--- config.mk ---
export PLATFORM = sky130hd
export DESIGN_NAME = tvag_div_stage
export DESIGN_NICKNAME = d
export VERILOG_FILES = /design/src/sv/tvag_pkg.sv /design/src/sv/tvag_div_stage.sv
export SDC_FILE = /design/constraint.sdc
export NUM_CORES = 1
export LEC_CHECK = 0
export BUFFER_PORTS_ARGS = -buffer_cell sky130_fd_sc_hd__buf_2
export CORE_MARGIN = 3
export CORE_UTILIZATION = 40
export DETAILED_ROUTE_END_ITERATION = 8
export PLACE_DENSITY = 0.65
export SLEW_MARGIN = 10
export SYNTH_ARGS = -nofsm -noshare
export SYNTH_HDL_FRONTEND = slang
export SYNTH_SLANG_ARGS = --single-unit
--- constraint.sdc ---
create_clock -name clock -period 28.4 [get_ports clock]
set_clock_uncertainty 0.2 [all_clocks]
set_input_delay 4.26 -clock clock [delete_from_list [all_inputs] [get_ports clock]]
set_output_delay 4.26 -clock clock [all_outputs]
set_load 0.02 [all_outputs]
--- src/sv/tvag_pkg.sv ---
// Shared types, widths and the restoring division step of the tiled volume address generator.
package tvag_pkg;

   localparam int DIM_W   = 11;
   localparam int COORD_W = 12;
   localparam int OFS_W   = 33;
   localparam int STEP_W  = 34;
   localparam int NAXES   = 3;
   localparam int IDX_W   = 3;

   localparam logic [IDX_W-1:0] REG_SIZE_X  = 3'd0;
   localparam logic [IDX_W-1:0] REG_SIZE_Y  = 3'd1;
   localparam logic [IDX_W-1:0] REG_SIZE_Z  = 3'd2;
   localparam logic [IDX_W-1:0] REG_BRICK_X = 3'd3;
   localparam logic [IDX_W-1:0] REG_BRICK_Y = 3'd4;
   localparam logic [IDX_W-1:0] REG_BRICK_Z = 3'd5;
   localparam logic [IDX_W-1:0] REG_BORDER  = 3'd6;

   typedef logic [NAXES-1:0][DIM_W-1:0] dim_vec_type;

   // One axis while its wrapped index is divided by the brick edge.
   typedef struct packed {
      logic [DIM_W-1:0] w;
      logic [DIM_W-1:0] quo;
      logic [DIM_W-1:0] rem;
   } div_axis_type;

   typedef div_axis_type [NAXES-1:0] div_vec_type;

   // One restoring division step: returns {new remainder, quotient bit}.
   function automatic logic [DIM_W:0] div_step(input logic [DIM_W-1:0] rem,
                                               input logic             dbit,
                                               input logic [DIM_W-1:0] divisor);
      logic [DIM_W:0] rem_sh;
      logic [DIM_W:0] diff;
      rem_sh = {rem, dbit};
      diff   = rem_sh - {1'b0, divisor};
      if (rem_sh >= {1'b0, divisor}) begin
         div_step = {diff[DIM_W-1:0], 1'b1};
      end else begin
         div_step = {rem_sh[DIM_W-1:0], 1'b0};
      end
   endfunction

endpackage

--- src/sv/tvag_div_stage.sv ---
// One pipeline stage of the three-axis restoring divider (index by brick edge).
module tvag_div_stage
   import tvag_pkg::*;
#(
   parameter int FIRST_BIT = 10,
   parameter int STEPS     = 4
) (
   input  logic        clock,
   input  logic        reset,
   input  logic        advance,
   input  logic        in_valid,
   input  div_vec_type in_axes,
   input  dim_vec_type brick,
   output logic        out_valid,
   output div_vec_type out_axes
);

   logic        valid_ff;
   div_vec_type axes_ff;
   div_vec_type axes_in;

   always_comb begin
      logic [DIM_W:0] res;
      axes_in = in_axes;
      for (int a = 0; a < NAXES; a++) begin
         for (int s = 0; s < STEPS; s++) begin
            res = div_step(axes_in[a].rem, axes_in[a].w[FIRST_BIT-s], brick[a]);
            axes_in[a].rem = res[DIM_W:1];
            axes_in[a].quo[FIRST_BIT-s] = res[0];
         end
      end
   end

   always_ff @(posedge clock) begin
      if (reset) begin
         valid_ff <= 1'b0;
      end else if (advance) begin
         valid_ff <= in_valid;
      end
      if (advance) begin
         axes_ff <= axes_in;
      end
   end

   assign out_valid = valid_ff;
   assign out_axes  = axes_ff;

endmodule

==> reports/qor.txt <==
Status - complete, no violations
Post-synth EDFFs - 99
Final Cycle Share - 0.5202
Post-synthesis cell area - 10,720 um^2
Final min period - 14,770 ps
Max-slew headroom - 0.2968
Setup ws final - 13,630 ps
I/O Buffers - 223
Critical-path top delay cell - nor4_2
RSZ-0062 raised after global routing - no
Synth async-reset ratio - 0
CTS Buf Count - 9
Slew Limit Fails - 0
Synth Instances - 1,171
Global Route Usage Sum - 0.1955
Stages on worst setup path - 37
Multi-input gate area - 7264 um^2
Synth top area cells - edfxtp_1, ha_1, xnor2_1
Max IR drop VDD - 0.07569 mV
# diodes - 0
Gpl congestion - 0.9139
Register bit total from synthesis - 100
Required @ worst endpoint - 28,300 ps
Initial DRC count - 532
Setup violations, final - 0
Drt first pass iters - 5
NumNets Final - 1,671
Worst-margin pin slew - 1048 ps
I/O Pins - 236
Reg2Reg Depth - 2
Buf+Inv Stages, Crit Path - 5
Die area - 28,800 um^2
Clk_lat worst skew - 350 ps
Reg area - 2993 um^2
Final cell area excluding filler cells - 12,510 um^2
Die width - 169.7 um
Post-CTS Setup Bufs - 0
Syn_nets - 1,451
CP startpoint - in_axes[65]
Kind of cell adding the most delay to the critical path - compound AO/OA/AOI/OAI gates
Synth cell types - 84
Finished Core Util - 0.4775
R2R Setup Slk - 27,620 ps
Kind of critical path - in2reg
Critical Path Fanout Max - 19
Proportion of layout cells with a drive suffix above 1 - 0.2149
Placed instance area - 12,200 um^2
Vias in the first global route - 9,028
Most common cell after layout, fill and taps aside - buf_2
Crit. End Element - register
Worst hold path type - reg2reg
Most frequent cells in the layout - buf_2, ha_1, inv_1
Clock Tree Buf Depth - 2
Clk sinks - 100
First-pass GRT wire length - 46,050 um
Area grow syn2layout - 16.72%
Antenna violations before repair - 3
Post-Route WL - 29,270 um
Fmax - 0.06768 GHz
Initial core utilization - 0.4091
Critical Path Max Stage Delay - 530 ps
Syn Area/Cell - 9.156 um^2
Root buf cell - clkbuf_16
Leak - 5.710 nW
Largest net degree at the start of global routing - 57
Die Ht - 169.7 um
Via density per instance - 5.605
GRT overflow - 0
Hold_buf cts - 0
Top_reg_cell synth - edfxtp_1
Max_cap viols - 0
Final Hold Fails - 0
Worst r2r src - out_valid
Crit path to - out_axes[38]
Ys Warns - 0
Row count - 59
R2R Path End - out_valid
Drt wl/cell - 16.91 um
Dpl hpwl - 24,220 um
# fillers - 2,585
Post-synth top area cell - edfxtp_1
Core area - 26,210 um^2
CTS tree - yes
CTS-repair resized insts - 0
Max H-tree Level - 3
Pwr dens - 121.6 nW/um^2
Crit start category - input port
WP data arrival - 14,680 ps
Clock slew seen by the registers of the worst setup and hold paths - 80 ps
Vias - 9,702
Top cell type's share of synthesized area - 0.2773
Setup TNS - 0 ps
Register area share after synthesis - 0.2791
Worst slack, placed - 13,350 ps
Routed Antenna Nets - 0
DRC viols - 0
cells in the mapped netlist, types with 6 or more instances:
cell      number
a211oi_1      21
a21boi_0       6
a21o_1        25
a21oi_1       79
a221o_1       15
and2_1         7
and3_1         7
buf_2          8
clkbuf_1       6
edfxtp_1      99
fa_1          12
ha_1         132
inv_1        100
inv_2          6
mux2_2        28
mux2i_1       29
nand2_1       56
nand2b_1      24
nand3_1       16
nand3b_1       6
nand4_1       21
nor2_1        96
nor2b_1       24
nor3_1        23
nor4_1         6
o211ai_1      11
o21a_1        31
o21ai_0       69
o21bai_1       7
o221ai_1       7
o22ai_1        7
o31a_1        10
o31ai_1       12
or3_1          7
xnor2_1       46
xor2_1        29
registers in the layout, indices dropped and copies added (netlist names):
name	cells
out_axes	99
out_valid	1
metal layers:
layer | global-route usage | up-vias | wire length [um]
met5 | 0 | - | 34
li1 | - | 4857 | -
met4 | 0.06010 | 6 | 738
met2 | 0.3215 | 290 | 13020
met1 | 0.2650 | 4505 | 13630
met3 | 0.03098 | 44 | 1845
where the power goes:
group	total (mW)	switching [mW]	internal [mW]	leakage [nW]
Combinational	1.14	0.651	0.486	4.58
Sequential	0.256	0.00995	0.246	0.978
Clock	0.129	0.0648	0.0640	0.153
how the worst min path moves through the flow:
stage                   start        end  slack [ps]  cells past startpoint
finish              out_valid  out_valid         300                      2
floorplan           out_valid  out_valid         380                      2
CTS                 out_valid  out_valid         310                      2
global placement    out_valid  out_valid         280                      2
detailed placement  out_valid  out_valid         290                      2
global route        out_valid  out_valid         400                      2
kinds of logic (layout without fill, tap and decap cells):
kind of cell	count (synthesis)	count (layout)	synth area share
AO/OA/AOI/OAI	359	359	0.2342
XOR/XNOR	75	75	0.06127
adder cells (fa/ha/maj)	144	144	0.1764
buffers and inverters	121	346	0.04330
flip-flops	100	100	0.2791
multiplexers	57	57	0.05648
AND/OR/NAND/NOR	315	315	0.1491
worst min-delay path, stage by stage, from the launching register on:
cell     delay [ps]
dfxtp_1         330
mux2i_1          60
nor2_1           80
metrics by stage:
| step | cells | power (mW) | hold WS (ps) |
|---|---|---|---|
| 5_1_grt | 1731 | 1.664 | 399.6 |
| 6_report | 1731 | 1.522 | 302.8 |
| 2_1_floorplan | 1171 | 1.135 | 378.8 |
| 3_5_place_dp | 1715 | 1.381 | 286.2 |
| 3_3_place_gp | 1715 | 1.364 | 279.6 |
| 4_1_cts | 1731 | 1.520 | 309.0 |
layout make-up:
class / instances / share of cell area
Clock buffer: 9 / 0.01800
Clock inverter: 7 / 0.007099
Inverter: 106 / 0.03179
Multi-Input combinational cell: 950 / 0.5805
Sequential cell: 100 / 0.2392
Tap cell: 335 / 0.03349
Timing Repair Buffer: 224 / 0.08998
(Power assumes the default switching activity.)
